## config.mk

```make
export PLATFORM = sky130hd
export DESIGN_NAME = swm_cell
export DESIGN_NICKNAME = d
export VERILOG_FILES = /design/src/rtl/sliding_window_median_core_macros.svh /design/src/rtl/swm_pkg.sv /design/src/rtl/swm_cell.sv
export SDC_FILE = /design/constraint.sdc
export NUM_CORES = 1
export LEC_CHECK = 0
export BUFFER_PORTS_ARGS = -buffer_cell sky130_fd_sc_hd__buf_2
export CORE_MARGIN = 4
export CORE_UTILIZATION = 40
export DETAILED_ROUTE_END_ITERATION = 16
export GPL_ROUTABILITY_DRIVEN = 0
export PLACE_DENSITY = 0.7
export SYNTH_ARGS = -nofsm -noshare
export SYNTH_HDL_FRONTEND = slang
export SYNTH_SLANG_ARGS = --single-unit
```

## constraint.sdc

```tcl
create_clock -name clk -period 6.8 [get_ports clk]
set_input_delay 1.02 -clock clk [delete_from_list [all_inputs] [get_ports clk]]
set_output_delay 1.02 -clock clk [all_outputs]
set_load 0.05 [all_outputs]
```

## src/rtl/sliding_window_median_core_macros.svh

```systemverilog
// Assertion macros for the sliding window median core.
// Used by the top level only; needs a clock named clk and a reset named rst in scope.
`ifndef SLIDING_WINDOW_MEDIAN_CORE_MACROS_SVH
`define SLIDING_WINDOW_MEDIAN_CORE_MACROS_SVH

// A condition that must hold at every clock edge out of reset.
`define SWM_ASSERT_ALWAYS(lbl, expr, msg) \
  lbl: assert property (@(posedge clk) disable iff (rst) (expr)) else $error(msg);

// A condition that must hold in the cycle after a trigger.
`define SWM_ASSERT_NEXT(lbl, ante, cons, msg) \
  lbl: assert property (@(posedge clk) disable iff (rst) (ante) |=> (cons)) else $error(msg);

`endif

```

## src/rtl/swm_pkg.sv

```systemverilog
// Shared constants and types for the sliding window median core.
// No dependencies; used by swm_cell and sliding_window_median_core.
`timescale 1ns / 1ps

package swm_pkg;

  localparam int unsigned WINDOW_MAX  = 64;
  localparam int unsigned SAMPLE_BITS = 32;
  localparam int unsigned AGE_BITS    = $clog2(WINDOW_MAX);
  localparam int unsigned IDX_BITS    = $clog2(WINDOW_MAX);
  localparam int unsigned FILL_BITS   = $clog2(WINDOW_MAX + 1);

  localparam logic [FILL_BITS-1:0] WINDOW_RESET = FILL_BITS'(3);

  typedef logic signed [SAMPLE_BITS-1:0] sample_t;
  typedef logic [AGE_BITS-1:0]           age_t;
  typedef logic [FILL_BITS-1:0]          fill_t;

  // Command broadcast to every cell of the chain.
  typedef struct packed {
    logic    evict;
    logic    insert;
    sample_t key;
    age_t    oldest_age;
  } cell_cmd_t;

endpackage

```

## src/rtl/swm_cell.sv

```systemverilog
// One cell of the sorted chain: holds one sample and its age.
// Depends on swm_pkg; instantiated by sliding_window_median_core.
`timescale 1ns / 1ps

module swm_cell (
  input  logic                clk,
  input  swm_pkg::cell_cmd_t  cmd,
  input  logic                live,
  input  swm_pkg::sample_t    left_val,
  input  swm_pkg::age_t       left_age,
  input  logic                left_le,
  input  swm_pkg::sample_t    right_val,
  input  swm_pkg::age_t       right_age,
  input  logic                rm_in,
  output logic                rm_out,
  output logic                le_out,
  output swm_pkg::sample_t    val,
  output swm_pkg::age_t       age
);

  logic hit;

  assign hit    = live && (age == cmd.oldest_age);
  assign rm_out = rm_in | hit;
  assign le_out = live && (val <= cmd.key);

  // Eviction pulls everything right of the oldest word one place left;
  // insertion pushes everything above the new key one place right.
  always_ff @(posedge clk) begin
    if (cmd.evict) begin
      if (rm_out) begin
        val <= right_val;
        age <= right_age;
      end
    end else if (cmd.insert) begin
      if (le_out) begin
        age <= age + swm_pkg::age_t'(1);
      end else if (left_le) begin
        val <= cmd.key;
        age <= '0;
      end else begin
        val <= left_val;
        age <= left_age + swm_pkg::age_t'(1);
      end
    end
  end

endmodule
```

==> reports/metrics.cfg, run 1 <==
[floorplan]
num_rows = 31
ios = 160
dieArea_um2 = 9050
start_util = 0.414
die_w_um = 95.1
die_y_um = 95.1
coreArea_um2 = 7330

[timing]
finalClockSkew_ns = 0.00719
fmax_ghz = 0.230
relSlewSlack = 0.293
holdWs_ns = 0.849
tightest_slew_ns = 1.06
period_needed_ns = 4.35
final_max_slew_viol_count = 0
setup_violations = 0
finalHoldViolations = 0
tns_ns = 0
rsz0062_at_grt = false
period_share = 0.640

[clock_tree]
cts-htree-levels = 2
cts_sinks = 38
clk-insertion-delay-late_ns = 0.29
cts_buffers = 5
tritoncts = built
ctsResizeCount = 0
postCtsHoldBufs = 0
cts_root_buffer = clkbuf_8
cts.clk_slew.worst_paths_ns = 0.07
post_cts_buffers = 0
cts.path.max_buffers = 2

[job]
maxCapViolCount = 0

[layout]
drive_above_1_share = 0.363
syn_to_final_growth_pct = 31.5
diodes = 0
fin_nets = 628

[pwr]
p_per_area_nw_per_um2 = 181
internal_power_w = 0.000453
seq_power_share = 0.418
ir_worst_vdd_uv = 113
swShare = 0.374
comb_power_share = 0.378
p_sw_w = 0.000271
leakage_nw = 2.03
p_clk_frac = 0.204

[synthesis]
ys.flop_type = edfxtp_1
avgSynthCellArea_um2 = 9.46
synth_cell_types = 36
async_flop_share = 0
syn-cell-area_um2 = 3040
netlist_instances = 321
ys_seq_area_frac = 0.376
synth_edf_count = 38
yosys_warnings = 0
synth_top_area_share = 0.376
syn-num-nets = 475
synthTopCellsByArea = edfxtp_1 38%, ha_1 14%, mux2i_1 11%
synth.ff_latch_count = 38
yosys.area.top_type = edfxtp_1

[critical_path]
reg2reg_slack_ns = 3.37
worst_setup_path_start_kind = input pin
critical_path_required_ns = 5.78
crit_fanout = 8
critical-path-max-stage-delay_ns = 0.42
path_common_cell = buf_2
worstSetupPathType = input pin to primary output
cp_slowest_cell = a211oi_2
worstSetupEndpointType = primary output
worstPathCellList = buf_2, inv_1, ha_1, nand4_4, nor2_1, a221oi_2, nand4_1, a211oi_2, or2_1, buf_2
cp.arrival_ns = 3.33

[global_route]
grt_overflow = 0
grt_start_max_net_pins = 80
track_usage = 0.165
grt_pass1_vias = 2739
antenna_found_initial = 0
grt_first_pass_wirelength_um = 11900

[route]
drc_errors = 0
viasPerCell = 4.96
wl_per_cell_um = 13.6
drt_iter0_drc = 86
dr_total_vias = 2843
first_pass_iters = 4
drt-total-wl_um = 7790
antenna_left = 0

[placed_design]
dp_hpwl_um = 6320
port_buffers = 159

[worst_hold_path]
hold_class = flop to flop

[outcome]
status = completed

final timing paths:
check / to / start / cells after the start
worst max-delay path: le_out / cmd[37] / 10
worst min-delay path: age[4] / age[4] / 3
worst max register to register: val[3] / val[31] / 7
worst min register to register: age[4] / age[4] / 3
placed cells by master (no fill, tap or decap), types with 2 or more instances in the layout:
cell	count
o21ai_0	36
clkbuf_8	5
xor2_1	7
nor3_1	5
edfxtp_1	38
inv_1	36
nand2_1	47
a221o_1	6
nand4_1	7
xnor2_1	7
ha_1	34
nor2_1	9
nor4_1	2
mux2i_1	32
clkbuf_1	2
a21oi_1	13
buf_2	159
nor4b_1	2
nand3_1	8
per-stage QoR:
stage	cells	setup slack (ns)	utilization	cell area (um^2)	power, W
floorplan	321	1.42	-	3040	0.000498
global placement	566	2.50	0.534	3910	0.000578
detailed placement	566	2.46	0.534	3910	0.000584
CTS	573	2.46	0.544	3990	0.000733
global route	573	2.25	0.544	3990	0.000767
finish	573	2.45	0.544	3990	0.000724
power groups by stage:
stage	Sequential, W	Combinational [W]	Clock, W
final	0.000303	0.000274	0.000147
after global routing	0.000307	0.000300	0.000161
after CTS	0.000303	0.000277	0.000153
after detailed placement	0.000309	0.000275	0
after global placement	0.000308	0.000270	0
after floorplan	0.000383	0.000114	0
sequential cells by signal, summed over array words and instances, names as in the netlist:
register,flops
val,32
age,6
final cells by class:
type	instances	area, um^2
sequential	38	1140
multi-input combinational	233	1710
fill	685	3340
clock buffer	7	76.3
tap	99	124
timing repair buffer	160	803
inverter	36	135
cells in the mapped netlist, drive strengths merged, types with 2 or more instances:
library cell	count
nand2	47
edfxtp	38
o21ai	38
inv	36
ha	34
mux2i	32
a21oi	13
nor2	9
nand3	8
nand4	8
buf	7
clkbuf	7
xnor2	7
xor2	7
a221o	6
nor3	5
nor4	3
a211oi	2
a221oi	2
nor4b	2
worst max-delay path: cells and delay by family:
family          cells  cell delay [ns]
simple gates        4             0.72
buf+inv             3             0.46
compound gates      2             0.73
fa+ha+maj           1             0.39
kinds of logic (layout without fill, tap and decap cells):
group | Yosys count | in the layout | share of synthesized area
AO/OA/AOI/OAI | 66 | 66 | 0.132
flip-flops | 38 | 38 | 0.376
buffers and inverters | 50 | 203 | 0.0643
AND/OR/NAND/NOR | 87 | 87 | 0.141
adder cells (fa/ha/maj) | 34 | 34 | 0.140
XOR/XNOR | 14 | 14 | 0.0404
multiplexers | 32 | 32 | 0.106
routing by layer:
layer / routed length (um) / GRT usage
met2: 3810 / 0.294
met4: 63 / 0.0361
met5: 0 / 0
met3: 707 / 0.0489
met1: 3210 / 0.196
(Power assumes the default switching activity.)
==> run 2, diff against run 1 <==
--- a/config.mk
+++ b/config.mk
@@ -5,12 +5,13 @@
 export SDC_FILE = /design/constraint.sdc
 export NUM_CORES = 1
 export LEC_CHECK = 0
+export ABC_AREA = 1
 export BUFFER_PORTS_ARGS = -buffer_cell sky130_fd_sc_hd__buf_2
 export CORE_MARGIN = 4
 export CORE_UTILIZATION = 40
 export DETAILED_ROUTE_END_ITERATION = 16
 export GPL_ROUTABILITY_DRIVEN = 0
-export PLACE_DENSITY = 0.7
+export PLACE_DENSITY = 0.73
 export SYNTH_ARGS = -nofsm -noshare
 export SYNTH_HDL_FRONTEND = slang
 export SYNTH_SLANG_ARGS = --single-unit
==> constraint.sdc (replaced) <==
create_clock -name clk -period 3.55 [get_ports clk]
set_input_delay 0.5325 -clock clk [delete_from_list [all_inputs] [get_ports clk]]
set_output_delay 0.5325 -clock clk [all_outputs]
set_load 0.05 [all_outputs]
==> reports/metrics.cfg, run 2 <==
[timing]
relSlewSlack = 0.698
tns_ns = 0
finalHoldViolations = 0
period_share = 0.783
tightest_slew_ns = 0.452
fmax_ghz = 0.360
finalClockSkew_ns = 0.00622
setup_violations = 0
period_needed_ns = 2.78
rsz0062_at_grt = false
final_max_slew_viol_count = 0

[clock_tree]
postCtsHoldBufs = 0
ctsResizeCount = 0
clk-insertion-delay-late_ns = 0.29
cts.clk_slew.worst_paths_ns = 0.08
cts_root_buffer = clkbuf_8
cts-htree-levels = 2
cts_sinks = 38
cts.path.max_buffers = 2
post_cts_buffers = 0
tritoncts = built
cts_buffers = 5

[synthesis]
synth_most_common_cell = nand2_1
synth_edf_count = 38
yosys_warnings = 0
synthTopCellsByCount = 107 x nand2_1, 78 x a21oi_1, 50 x inv_1
yosys.area.top_type = edfxtp_1
synth.ff_latch_count = 38
synth_cell_types = 34
synthTopCellsByArea = edfxtp_1 36%, ha_1 14%, nand2_1 13%
ys.flop_type = edfxtp_1
ys_seq_area_frac = 0.364
syn-num-nets = 571
avgSynthCellArea_um2 = 7.52
netlist_instances = 417
synth_top_area_share = 0.364
syn-cell-area_um2 = 3140
async_flop_share = 0

[route]
first_pass_iters = 4
route.met3.wl_um = 727
wl_per_cell_um = 13.4
wl_met1_um = 3680
antenna_left = 0
top_layer_used = met4
drt_iter0_drc = 111
dr_total_vias = 3264
met2_length_um = 4480
drc_errors = 0
viasPerCell = 4.84
drt-total-wl_um = 9070

[layout]
largest_register_ff_count = 32
diodes = 0
largest_registers = val x32, age x6
top_register = val
final_common_cell = buf_2
drive_above_1_share = 0.325
fin_util = 0.534
syn_to_final_growth_pct = 30.9
fin_nets = 726
layout_common_cells = 159 x buf_2, 107 x nand2_1, 78 x a21oi_1

[critical_path]
critical_path_required_ns = 3.02
critical-path-max-stage-delay_ns = 0.44
path_delay_family = simple AND/OR/NAND/NOR gates
crit_fanout = 7
worstSetupPathType = flop to primary output
cp_slowest_cell = edfxtp_1
worst_setup_path_start_kind = flop
cp.arrival_ns = 2.25
path_common_cell = nand2_2
worstSetupEndpointType = primary output
crit_buf_inv = 2
worstPathCellList = ha_1, nand2_1, nor2_2, nand2_2, nor2_4, nand2_2, nand2_1, nand2_2, nand3_4, nand2_4, inv_2, buf_2

[placed_design]
port_buffers = 159
dp_hpwl_um = 7160

[floorplan]
die_w_um = 96.5
dieArea_um2 = 9320
ios = 160
coreArea_um2 = 7690
num_rows = 32
die_y_um = 96.5
start_util = 0.408

[pwr]
p_per_area_nw_per_um2 = 350
power.total_w = 0.00144
leakage_nw = 2.18
ir_worst_vdd_uv = 176

[global_route]
grt_start_max_net_pins = 39
track_usage = 0.190
antenna_found_initial = 0
grt_overflow = 0
grt_first_pass_wirelength_um = 13600
grt_pass1_vias = 3175

[worst_hold_path]
hold_class = input pin to flop

[job]
maxCapViolCount = 0

[outcome]
status = completed

[run 2: cell types whose count changed in the layout (fill, tap and decap cells not counted), moves of 4 or more]
cell	before	now
nand3_1	8	14
nand2_1	47	107
mux2i_1	32	0
nor2_1	9	44
buf_4	1	5
o21ai_0	36	3
a21oi_1	13	78
xnor2_1	7	2
a221o_1	6	0
nand4_1	7	1
inv_1	36	50
[run 2: through the flow]
step / instances / worst slack, ns / hold WS [ns] / area (um^2)
detailed placement: 667 / 0.677 / 0.817 / 4020
floorplan: 417 / 0.0366 / 0.718 / 3140
global placement: 667 / 0.709 / 0.814 / 4020
finish: 675 / 0.771 / 0.523 / 4100
global route: 675 / 0.604 / 0.521 / 4100
CTS: 675 / 0.760 / 0.516 / 4100
[run 2: kinds of logic after synthesis]
| logic type | share of synthesized area |
|---|---|
| adders and majority gates | 0.136 |
| DFF | 0.364 |
| and+or+nand+nor | 0.243 |
| xor gates and xnor gates | 0.0196 |
| buffers and inverters | 0.0882 |
| AOI/OAI and AO/OA | 0.150 |
[run 2: area by class of cell]
class                   instances  area [um^2]
inverters                      54          203
repair buffers                164          833
flip-flops and latches         38         1140
clock inverters                 2         8.76
clock buffers                   6         72.6
well taps                     102          128
fillers                       775         3580
multi-input cells             309         1720
[run 2: worst paths after layout]
check / startpoint / end / slack (ns) / cells past startpoint
max reg2reg: val[31] / val[20] / 0.94 / 14
max: val[31] / le_out / 0.77 / 12
min: right_age[3] / age[3] / 0.52 / 3
min reg2reg: age[5] / age[5] / 0.84 / 4
[run 2: worst register-to-register path, delay by kind of cell (launching register included)]
kind                     cells  cell delay, ns
AND/OR/NAND/NOR              7            0.51
buffers and inverters        3            0.50
adder cells (fa/ha/maj)      1            0.35
flip-flops                   1            0.44
AO/OA/AOI/OAI                3            0.44
[run 2: per-layer routing]
layer  up-vias  GRT usage
li1       1683          -
met1      1439      0.210
met2       126      0.351
met3        16     0.0488
met4         0     0.0607
met5         -          0
[run 2: power breakdown]
group	internal, W	switching [W]	total [W]
Sequential	0.000554	0.0000290	0.000583
Combinational	0.000184	0.000379	0.000563
Clock	0.000135	0.000154	0.000289
Total	0.000873	0.000563	0.00144
